[config.mk]
export PLATFORM = sky130hd
export DESIGN_NAME = periodic_timer_scheduler_top
export DESIGN_NICKNAME = d
export VERILOG_FILES = /design/src/rtl/core/pts_pkg.sv /design/src/rtl/core/pts_dl_unit.sv /design/src/rtl/core/periodic_timer_scheduler_top.sv
export SDC_FILE = /design/constraint.sdc
export NUM_CORES = 2
export LEC_CHECK = 0
export BUFFER_PORTS_ARGS = -buffer_cell sky130_fd_sc_hd__buf_2
export CAP_MARGIN = 20
export CORE_MARGIN = 2
export CORE_UTILIZATION = 28
export CTS_CLUSTER_SIZE = 40
export DETAILED_ROUTE_END_ITERATION = 8
export GPL_ROUTABILITY_DRIVEN = 0
export RECOVER_POWER = 100
export SLEW_MARGIN = 20
export SYNTH_ARGS = -nofsm -noshare
export SYNTH_HDL_FRONTEND = slang
export SYNTH_SLANG_ARGS = --single-unit
[constraint.sdc]
create_clock -name i_clk -period 13.7 [get_ports i_clk]
set_input_delay 2.74 -clock i_clk [delete_from_list [all_inputs] [get_ports i_clk]]
set_output_delay 2.74 -clock i_clk [all_outputs]
set_load 0.05 [all_outputs]
[src/rtl/core/pts_pkg.sv]
// Package for the periodic timer scheduler: payload structs, codes,
// sequencer types and shared constants. No dependencies.
`default_nettype none
package pts_pkg;

    localparam int SLOTS_DEF = 16;
    localparam logic [31:0] MIN_WAIT = 32'd5;
    localparam logic [31:0] NO_WAIT  = 32'hFFFF_FFFF;

    typedef enum logic [1:0] {
        OP_START = 2'd0,
        OP_STOP  = 2'd1,
        OP_TICK  = 2'd2,
        OP_NONE  = 2'd3
    } t_op;

    localparam logic [1:0] KIND_EXPIRED = 2'd0;
    localparam logic [1:0] KIND_WAIT    = 2'd1;
    localparam logic [1:0] KIND_REFUSED = 2'd2;

    typedef struct packed {
        logic [1:0]  operation;
        logic [3:0]  timer_id;
        logic [15:0] period_ms;
        logic [31:0] now_ms;
        logic [31:0] late_ms;
    } t_in_item;

    typedef struct packed {
        logic [1:0]  kind;
        logic [3:0]  slot;
        logic [31:0] elapsed_ms;
        logic [31:0] wait_ms;
        logic        last;
    } t_out_item;

    typedef enum logic [2:0] {
        ST_IDLE,
        ST_SCAN,
        ST_DONE,
        ST_EMIT_EXP,
        ST_WAIT_CALC,
        ST_EMIT_WAIT,
        ST_EMIT_REF
    } t_state;

    typedef enum logic [2:0] {
        PH_FILE1,
        PH_EXP_ALL,
        PH_EXP_NOW,
        PH_FILE2,
        PH_NEAR_CUR,
        PH_NEAR_OTH
    } t_phase;

    // Compare results of the shared deadline unit
    typedef struct packed {
        logic [31:0] deadline;
        logic        lt_last;
        logic        le_now;
        logic        lt_best;
    } t_dl_res;

endpackage
`default_nettype wire

[src/rtl/core/pts_dl_unit.sv]
// Shared deadline unit: forms start time plus period and compares it
// against the previous tick time, the current time and the running best.
// Depends on pts_pkg.
`default_nettype none
module pts_dl_unit (
    input  wire logic [31:0]      i_start,
    input  wire logic [15:0]      i_period,
    input  wire logic [31:0]      i_last_tick,
    input  wire logic [31:0]      i_now,
    input  wire logic [31:0]      i_best,
    output pts_pkg::t_dl_res      o_res
);
    import pts_pkg::*;

    logic [31:0] dl;

    // Deadline wraps modulo 2^32
    assign dl = i_start + {16'd0, i_period};

    always_comb begin
        o_res.deadline = dl;
        o_res.lt_last  = dl < i_last_tick;
        o_res.le_now   = dl <= i_now;
        o_res.lt_best  = dl < i_best;
    end

endmodule
`default_nettype wire

[src/rtl/core/periodic_timer_scheduler_top.sv]
// Top level of the periodic timer scheduler: slot table, sequencer and
// output register. Depends on pts_pkg and pts_dl_unit.
//
//  channel | direction | handshake             | payload
//  input   | in        | i_in_valid/o_in_stall | i_in_data (t_in_item)
//  output  | out       | o_out_valid/i_out_stall | o_out_data (t_out_item)
//
// Start and stop are done in the idle state; a refused start emits once the output register is free.
// A tick scans the table one slot per cycle, pass by pass: a filing pass,
// one pass per expired slot plus one (two after a wrap), a second filing pass and one
// or two nearest passes; with E expiries a tick makes E + P passes, P = 4..6.
// All scans share one deadline adder and compare unit.
// Reset clears armed, pending, epoch and last tick time; no clearing pass.
// Output stalls hold the sequencer only where it has a result to deliver.
`default_nettype none
module periodic_timer_scheduler_top #(
    parameter int SLOTS = pts_pkg::SLOTS_DEF
) (
    input  wire logic               i_clk,
    input  wire logic               i_rst_n,
    input  wire logic               i_in_valid,
    output logic                    o_in_stall,
    input  wire pts_pkg::t_in_item  i_in_data,
    output logic                    o_out_valid,
    input  wire logic               i_out_stall,
    output pts_pkg::t_out_item      o_out_data
);
    import pts_pkg::*;

    localparam int IW = (SLOTS > 1) ? $clog2(SLOTS) : 1;

    // Slot table
    logic [SLOTS-1:0] r_armed;
    logic [SLOTS-1:0] r_pend;
    logic [SLOTS-1:0] r_ep;
    logic [15:0]      r_per [SLOTS];
    logic [31:0]      r_st  [SLOTS];
    logic             r_cur;
    logic [31:0]      r_last_tick;

    // Sequencer
    t_state           r_state, n_state;
    t_phase           r_phase;
    logic [IW-1:0]    r_idx;
    logic             r_found;
    logic [31:0]      r_best_d;
    logic [IW-1:0]    r_best_i;
    logic [31:0]      r_best_el;
    logic [31:0]      r_now;
    logic [31:0]      r_late;
    logic             r_wrapped;
    logic [31:0]      r_wait;
    logic [3:0]       r_ref_slot;

    // Output register
    logic             r_out_valid;
    t_out_item        r_out;

    logic             in_acc;
    logic             out_free;
    logic             out_load;
    logic             id_ok;
    logic [IW-1:0]    id_idx;
    logic             scan_last;
    logic [31:0]      rd_st;
    logic [15:0]      rd_per;
    t_dl_res          dl;
    logic             filed;
    logic             cand;
    logic [31:0]      dt;
    logic [31:0]      dt_late;
    logic [31:0]      wait_val;

    assign in_acc   = i_in_valid && !o_in_stall;
    assign out_free = !r_out_valid || !i_out_stall;
    assign out_load = out_free && (r_state == ST_EMIT_EXP || r_state == ST_EMIT_WAIT
                                   || r_state == ST_EMIT_REF);
    assign id_ok    = 32'(i_in_data.timer_id) < SLOTS;
    assign id_idx   = IW'(i_in_data.timer_id);
    assign scan_last = r_idx == IW'(SLOTS - 1);
    assign rd_st    = r_st[r_idx];
    assign rd_per   = r_per[r_idx];

    pts_dl_unit u_dl (
        .i_start     (rd_st),
        .i_period    (rd_per),
        .i_last_tick (r_last_tick),
        .i_now       (r_now),
        .i_best      (r_best_d),
        .o_res       (dl)
    );

    // Select which slots take part in the current scan
    always_comb begin
        filed = r_armed[r_idx] && !r_pend[r_idx];
        unique case (r_phase)
            PH_EXP_ALL:  cand = filed && (r_ep[r_idx] == r_cur);
            PH_EXP_NOW:  cand = filed && (r_ep[r_idx] == r_cur) && dl.le_now;
            PH_NEAR_CUR: cand = filed && (r_ep[r_idx] == r_cur);
            PH_NEAR_OTH: cand = filed && (r_ep[r_idx] != r_cur);
            default:     cand = 1'b0;
        endcase
    end

    // Wait until the nearest deadline, less lateness: zero if lateness covers it, else at least MIN_WAIT
    always_comb begin
        dt      = r_best_d - r_now;
        dt_late = dt - r_late;
        if (r_late >= dt) begin
            wait_val = '0;
        end else if (dt_late < MIN_WAIT) begin
            wait_val = MIN_WAIT;
        end else begin
            wait_val = dt_late;
        end
    end

    // Next state
    always_comb begin
        n_state = r_state;
        unique case (r_state)
            ST_IDLE: begin
                if (in_acc && i_in_data.operation == OP_TICK) begin
                    n_state = ST_SCAN;
                end else if (in_acc && i_in_data.operation == OP_START && id_ok
                             && r_armed[id_idx]) begin
                    n_state = ST_EMIT_REF;
                end
            end
            ST_SCAN: begin
                if (scan_last) n_state = ST_DONE;
            end
            ST_DONE: begin
                priority case (r_phase)
                    PH_EXP_ALL, PH_EXP_NOW: n_state = r_found ? ST_EMIT_EXP : ST_SCAN;
                    PH_NEAR_CUR:            n_state = r_found ? ST_WAIT_CALC : ST_SCAN;
                    PH_NEAR_OTH:            n_state = r_found ? ST_WAIT_CALC : ST_EMIT_WAIT;
                    default:                n_state = ST_SCAN;
                endcase
            end
            ST_EMIT_EXP: begin
                if (out_free) n_state = ST_SCAN;
            end
            ST_WAIT_CALC: n_state = ST_EMIT_WAIT;
            ST_EMIT_WAIT: begin
                if (out_free) n_state = ST_IDLE;
            end
            ST_EMIT_REF: begin
                if (out_free) n_state = ST_IDLE;
            end
            default: n_state = ST_IDLE;
        endcase
    end

    // Handshake outputs
    always_comb begin
        o_in_stall  = r_state != ST_IDLE;
        o_out_valid = r_out_valid;
        o_out_data  = r_out;
    end

    always_ff @(posedge i_clk) begin
        if (!i_rst_n) begin
            r_state     <= ST_IDLE;
            r_armed     <= '0;
            r_pend      <= '0;
            r_ep        <= '0;
            r_cur       <= 1'b0;
            r_last_tick <= '0;
            r_out_valid <= 1'b0;
            r_phase     <= PH_FILE1;
            r_idx       <= '0;
            r_found     <= 1'b0;
        end else begin
            r_state <= n_state;

            // Load a new result or hold the one not yet taken
            r_out_valid <= out_load || (r_out_valid && i_out_stall);

            unique case (r_state)
                ST_IDLE: begin
                    r_idx   <= '0;
                    r_found <= 1'b0;
                    r_phase <= PH_FILE1;
                    if (in_acc) begin
                        r_now      <= i_in_data.now_ms;
                        r_late     <= i_in_data.late_ms;
                        r_wrapped  <= i_in_data.now_ms < r_last_tick;
                        r_ref_slot <= i_in_data.timer_id;
                        if (i_in_data.operation == OP_START && id_ok
                            && !r_armed[id_idx]) begin
                            r_armed[id_idx] <= 1'b1;
                            r_pend[id_idx]  <= 1'b1;
                            r_per[id_idx]   <= i_in_data.period_ms;
                            r_st[id_idx]    <= i_in_data.now_ms;
                        end else if (i_in_data.operation == OP_STOP && id_ok) begin
                            r_armed[id_idx] <= 1'b0;
                            r_pend[id_idx]  <= 1'b0;
                        end
                    end
                end
                ST_SCAN: begin
                    // File pending slots into an epoch
                    if ((r_phase == PH_FILE1 || r_phase == PH_FILE2)
                        && r_armed[r_idx] && r_pend[r_idx]) begin
                        r_ep[r_idx]   <= dl.lt_last ? !r_cur : r_cur;
                        r_pend[r_idx] <= 1'b0;
                    end
                    // Track the earliest candidate, lower index wins ties
                    if (cand && (!r_found || dl.lt_best)) begin
                        r_found   <= 1'b1;
                        r_best_d  <= dl.deadline;
                        r_best_i  <= r_idx;
                        r_best_el <= r_now - rd_st;
                    end
                    if (!scan_last) r_idx <= r_idx + 1'b1;
                end
                ST_DONE: begin
                    r_idx <= '0;
                    priority case (r_phase)
                        PH_FILE1: begin
                            r_last_tick <= r_now;
                            r_found     <= 1'b0;
                            r_phase     <= r_wrapped ? PH_EXP_ALL : PH_EXP_NOW;
                        end
                        PH_EXP_ALL: begin
                            if (!r_found) begin
                                r_cur   <= !r_cur;
                                r_phase <= PH_EXP_NOW;
                            end
                        end
                        PH_EXP_NOW: begin
                            if (!r_found) r_phase <= PH_FILE2;
                        end
                        PH_FILE2: begin
                            r_found <= 1'b0;
                            r_phase <= PH_NEAR_CUR;
                        end
                        PH_NEAR_CUR: begin
                            if (!r_found) r_phase <= PH_NEAR_OTH;
                        end
                        default: begin
                            if (!r_found) r_wait <= NO_WAIT;
                        end
                    endcase
                end
                ST_EMIT_EXP: begin
                    // Emit the expiry and re-arm the slot from the tick time
                    if (out_free) begin
                        r_out.kind        <= KIND_EXPIRED;
                        r_out.slot        <= 4'(r_best_i);
                        r_out.elapsed_ms  <= r_best_el;
                        r_out.wait_ms     <= '0;
                        r_out.last        <= 1'b0;
                        r_st[r_best_i]    <= r_now;
                        r_pend[r_best_i]  <= 1'b1;
                        r_found           <= 1'b0;
                        r_idx             <= '0;
                    end
                end
                ST_WAIT_CALC: r_wait <= wait_val;
                ST_EMIT_WAIT: begin
                    if (out_free) begin
                        r_out.kind       <= KIND_WAIT;
                        r_out.slot       <= '0;
                        r_out.elapsed_ms <= '0;
                        r_out.wait_ms    <= r_wait;
                        r_out.last       <= 1'b1;
                    end
                end
                ST_EMIT_REF: begin
                    if (out_free) begin
                        r_out.kind       <= KIND_REFUSED;
                        r_out.slot       <= r_ref_slot;
                        r_out.elapsed_ms <= '0;
                        r_out.wait_ms    <= '0;
                        r_out.last       <= 1'b1;
                    end
                end
                default: ;
            endcase
        end
    end

    // An expiry is only emitted after a scan found a slot
    a_exp_found: assert property (@(posedge i_clk) disable iff (!i_rst_n)
        r_state == ST_EMIT_EXP |-> r_found)
        else $error("expiry emit without a found slot");

    // A pending slot is always armed
    a_pend_armed: assert property (@(posedge i_clk) disable iff (!i_rst_n)
        (r_pend & ~r_armed) == '0)
        else $error("pending slot not armed");

    // Wait reports and refusals close a transaction, expiries never do
    a_last_kind: assert property (@(posedge i_clk) disable iff (!i_rst_n)
        r_out_valid |-> (r_out.last == (r_out.kind != KIND_EXPIRED)))
        else $error("last flag does not match result kind");

    // Input is stalled while a tick scans or emits expiries
    a_idle_take: assert property (@(posedge i_clk) disable iff (!i_rst_n)
        (r_state == ST_SCAN || r_state == ST_EMIT_EXP) |-> o_in_stall)
        else $error("input open during tick");

endmodule
`default_nettype wire

==> Word-level counts from Yosys, hierarchy flattened <==
Memories as Yosys holds them, arrays and structs flattened. A register that Yosys moved wholly into a read port is not among the register bits.
Cells that the tools add are included.
{ "classes": {"mux": 73, "n_reduce_logical": 61, "n_eq_ne": 34, "magnitude_cmp": 12, "n_addsub": 5, "n_bitwise": 9} }
{ "op_table": {"columns": ["operator", "count"], "rows": [
  ["71-bit two-way mux", 3],
  ["71-bit case mux with 3 select lines", 1],
  ["32-bit two-way mux", 5],
  ["16-bit two-way mux", 7],
  ["32-bit less-than comparator", 3],
  ["32-bit subtractor", 3],
  ["32-bit case mux with 2 select lines", 1],
  ["16-bit bitwise AND", 3],
  ["16-bit OR", 3],
  ["16-bit case mux with 3 select lines", 1],
  ["32-bit by 16-bit adder with 32-bit output", 1],
  ["32-bit >= comparator", 1],
  ["32-bit <= comparator", 1],
  ["32-bit by 3-bit less-than comparator with 1-bit output (second input constant)", 1],
  ["16-bit inverter", 2],
  ["32-bit OR reduction", 1],
  ["4-bit two-way mux", 7],
  ["3-bit two-way mux", 9],
  ["1-bit two-way mux", 22],
  ["2-bit != test (second input constant)", 11],
  ["3-bit case mux with 6 select lines", 1],
  ["1-bit logical AND", 17],
  ["1-bit binary-select mux with 4-bit select", 4],
  ["16-bit bitwise mux", 1],
  ["36 further kinds", 85]
]} }
{ "totals": {"word_cells": 219, "ram_bits": 768, "register_bits": 333, "mem_count": 2, "output_inout_bits": 73} }
{ "memory_table": {"columns": ["memory", "words", "width", "read_ports", "rd_ports_with_merged_regs", "wr", "line_no", "rtl"], "rows": [
  ["r_st", 16, 32, 1, 1, 1, "periodic_timer_scheduler_top.sv:37", "logic [31:0] r_st [SLOTS];"],
  ["r_per", 16, 16, 1, 1, 1, "periodic_timer_scheduler_top.sv:36", "logic [15:0] r_per [SLOTS];"]
]} }

==> Logic depth before layout (Yosys ltp) <==
{ "depth": {"word_depth": 10, "depth_mapped": 32, "mapped_depth_nobuf": 25} }

==> Hierarchy <==
Synthesis repeated with hierarchy kept, for this count alone.
{ "hier_totals": {"cells_unflattened": 3662, "hier_area_um2": 52291.4} }
{ "modules_own_cells": {"columns": ["module", "n_inst", "cells_per_inst", "area_each_um2", "seq_area_each_um2"], "rows": [
  ["periodic_timer_scheduler_top", 1, 3187, 48840.6, 32210.9],
  ["pts_dl_unit", 1, 475, 3450.8, 0.0]
]} }

==> Least setup slack after synthesis <==
OpenSTA, ideal clock, no wires.
{ "synth_timing": {"kind": "reg2reg", "start": "register (tool-made name)", "end": "register r_best_d[0], enable pin", "stages_incl_launch_ff": 32, "t_arrival_ns": 13.207, "path_buffers": 7, "setup_time_ns": 0.661, "synth_period_minus_slack_ns": 13.868, "required_ns": 13.039, "path_slack_ns": -0.168, "path_cell_list": "dfxtp_1 > buf_4 > buf_4 > buf_4 > buf_4 > buf_4 > buf_4 > buf_2 > mux4_2 > mux4_2 > ha_1 > fa_1 > a21oi_1 > o21bai_1 > a21oi_1 > o21ai_0 > a211oi_1 > o311ai_0 > a21oi_1 > nor3_1 > nand2_1 > xnor2_1 > ha_1 > a21o_1 > a21o_1 > a21oi_1 > o221ai_1 > a31oi_1 > a21oi_1 > a211oi_1 > o21ai_1 > nor4_1"} }
{ "synth_lines": {"columns": ["item", "line_no", "rtl"], "rows": [
  ["end signal: assignment", "periodic_timer_scheduler_top.sv:212", "r_best_d <= dl.deadline;"],
  ["end: declaration", "periodic_timer_scheduler_top.sv:46", "logic [31:0] r_best_d;"]
]} }

==> summary.txt <==
GRT
  • Met3 Use GR: 2.207%
  • Initial antenna violation count: 21
  • Largest net degree at the start of global routing: 147
  • Number of global-route vias before repair: approximately 31k
  • GRT Total Usage: 15.10%
  • First-pass GRT wire length: 210,200 µm
  • GR peak layer: met2
  • Met2 Use GR: 25.87%
  • GRT overflow: 0
  • Grt met1 use: 18.96%

Power and ir drop
  • Power Density: around 170 nW/µm²
  • Peak supply drop: 0.1136 mV
  • Tot Pwr: 10,320 µW
  • P_leak: 0.01932 µW

Setup path
  • Critical path's most frequent cell: a21oi_1
  • Critical path required time: 14.05 ns
  • CP Launch Type: flip-flop
  • CP max-delay cell: dfxtp_1
  • Max stage delay on crit path: 1.90 ns
  • CP Max Fanout: 146
  • Worst Setup End Kind: flip-flop
  • Worst endpoint data arrival time: 11.09 ns
  • R2r setup slk: 2.96 ns
  • Worst Path Buf+Inv: 2
  • Crit path max-delay family: compound AO/OA/AOI/OAI gates
  • CP Class: flip-flop to flip-flop

Timing
  • Slew Viols, Final: 1,282
  • Final Hold Viols: 0
  • Achievable frequency: 93.13 MHz
  • RSZ-0062 raised after global routing: false
  • Final Skew: 0.04461 ns
  • Slew @ Worst Pin: 3.473 ns
  • Final period utilization: approximately four fifths
  • Final min period: 10.74 ns
  • Setup violators final: 0
  • Worst slew margin: -131.6%
  • Setup TNS: 0 ns

Detailed routing
  • DR vias: approximately 32k
  • Final wirelength: 144,600 µm
  • Drc violations: 0
  • Avg Vias per Cell: roughly 5
  • Drt pass-1 iters: 6
  • Wire length per cell: roughly 23 µm
  • DRT iter0 DRCs: 3,242
  • Routed Antenna Nets: 0

CTS
  • Clock buffer depth: 3
  • Hold buffer count at cts: 0
  • Clk slew on worst S/H paths: roughly 0.060 ns
  • Post-CTS setup buffer count: 0
  • Post-CTS Resized: 0
  • CTS Buf Count: 109
  • Clock latency on the worst-skew pair: 0.76 ns
  • Clock root buffer: clkbuf_16
  • CTS HTree Levels: 3
  • CTS tree: built
  • CTS Sinks: 1,105

Floorplan
  • Core Region: 183,300 µm²
  • Rows: between 150 and 200
  • Chip Height: 433.8 µm
  • Starting Density: 28.22%
  • Die footprint: about 190,000 µm²
  • I/O pin total: 163
  • Die extent in x: 433.8 µm

Synthesis
  • Synth unique cells: 91
  • Top FF cell, synth: edfxtp_1
  • Post-synth top area share: 58.52%
  • Ys async rst share: 0%
  • Area leader, netlist: edfxtp_1
  • Post-synth EDFFs: 1,008
  • Yosys warns: 0
  • Yosys reg bits: approximately 1.1k
  • Seq/Total Area, Yosys: 62.28%
  • Dominant cells by area after synthesis: edfxtp_1 (59%), mux4_2 (11%), ha_1 (5.8%)
  • Mapped cell area: 51,720 µm²
  • Mapped Cells: 3,556
  • Avg Synthesized Cell Area: 14.55 µm²
  • Syn nets: 3,889

Layout
  • Most frequent cells in the layout: edfxtp_1 (1,008), mux4_2 (257), nand2_1 (249)
  • Area grow syn2layout: 14.38%
  • Layout cell share with drive strength beyond 1: between 10% and 20%
  • Most common cell after layout, fill and taps aside: edfxtp_1
  • Nets: roughly 4k

Hold path
  • Worst hold path class: flip-flop to flip-flop
  • HP Start: r_last_tick[13]$_SDFFE_PN0P_

Job
  • MaxCap Viol Count: 42

Place
  • Port bufs: 162
  • Hpwl dp: 97,310 µm

Status
  • Status: complete, but fails checks
  • Failing checks: max-capacitance violations, max-slew violations
## cell type report
cell class | instances | area [µm²]
Sequential cell | 1105 | 32220
Clock inverter | 73 | 904.6
Tap cell | 2464 | 3083
Inverter | 196 | 735.7
Antenna cell | 13 | 32.53
Fill cell | 17840 | 124100
Timing Repair Buffer | 251 | 1050
Clock buffer | 132 | 2844
Multi-Input combinational cell | 2099 | 18290
## report_power, final
group	total [µW]	internal, µW	switching [µW]
Combinational	3190	1230	1970
Clock	3110	1760	1350
Sequential	4020	3920	101
Total	10300	6910	3410
## state kept, by name (all words and copies together) (netlist names), 3 cells and up, named ones only
| register | flops |
|---|---|
| r_st | 512 |
| r_per | 256 |
| o_out_data | 71 |
| r_best_d | 32 |
| r_best_el | 32 |
| r_last_tick | 32 |
| r_late | 32 |
| r_now | 32 |
| r_wait | 32 |
| r_ep | 16 |
| r_best_i | 4 |
| r_idx | 4 |
| r_ref_slot | 4 |
| r_phase | 3 |
| r_state | 3 |
## final timing paths
path / endpoint / cells after the start
hold / removal: r_last_tick[13]$_SDFFE_PN0P_ / 2
hold reg to reg: r_last_tick[13]$_SDFFE_PN0P_ / 2
setup reg to reg: r_best_el[9]$_DFFE_PP_ / 25
setup / recovery: r_best_el[9]$_DFFE_PP_ / 25
## cell usage after synthesis (7+ instances only)
cell type	n
o21a_1	26
a211oi_1	23
and3_1	43
buf_1	8
nor2_1	176
ha_1	239
dfxtp_1	97
nor4_1	12
o21ai_1	17
a21oi_1	212
o211ai_1	13
or2_2	8
edfxtp_1	1008
nand4_1	38
o22ai_1	9
nand3_1	60
buf_4	7
mux4_2	257
or3_1	10
a31oi_1	21
o21bai_1	13
inv_1	194
xnor2_1	74
nor3_1	57
nor3b_1	7
nand2b_1	36
buf_2	20
o21ai_0	164
clkbuf_1	121
o221a_1	15
and2_1	42
o31ai_1	11
and4_1	7
nand2_1	249
xor2_1	38
nor2b_1	30
a21o_1	76
## worst reg2reg max path: stages (launching register included)
cell      delay (ns)
dfxtp_1         1.90
buf_12          0.64
mux4_2          0.54
mux4_2          0.51
ha_1            0.26
fa_1            0.46
a21oi_1         0.17
o21bai_1        0.11
a21oi_1         0.20
o21ai_0         0.24
a211oi_1        0.39
o311ai_0        0.23
a21oi_1         0.61
nor3_1          0.13
xnor2_1         0.41
ha_1            0.33
a21o_1          0.16
a21oi_1         0.14
nor2b_1         0.06
o21ai_0         0.14
a21oi_1         0.08
o31ai_1         0.37
and4b_1         0.26
o21ai_0         0.16
nor4_1          1.05
buf_4           0.71
## cells by family after synthesis
| logic type | synth area share (%) |
|---|---|
| multiplexers | 11.38 |
| flip-flops | 62.28 |
| XOR/XNOR | 1.897 |
| AO/OA/AOI/OAI | 8.234 |
| adder cells (fa/ha/maj) | 5.936 |
| AND/OR/NAND/NOR | 7.625 |
| buffers and inverters | 2.654 |
## layer usage
| layer | routed length, µm | part of all wire, % | up-vias |
|---|---|---|---|
| li1 | - | - | 14220 |
| met1 | 57420 | 40 | 16020 |
| met2 | 71320 | 49 | 1140 |
| met3 | 9044 | 6.3 | 272 |
| met4 | 6821 | 4.7 | 0 |
| met5 | 0 | 0 | - |
## stage by stage
stage                     hold slack (ns)  setup slack (ns)  util, %  instance area [µm²]  std cells
final                              0.4555             2.962    32.28                59160       6333
after floorplan                    0.4064             2.711        -                51730       3556
after detailed placement           0.4467             4.161    30.50                55900       6114
after CTS                          0.4552             4.116    32.54                59650       6319
after global placement             0.4416             4.257    30.50                55900       6114
after global routing               0.4719             2.279    32.27                59150       6327
No activity file was read; power rests on OpenSTA's default activity.
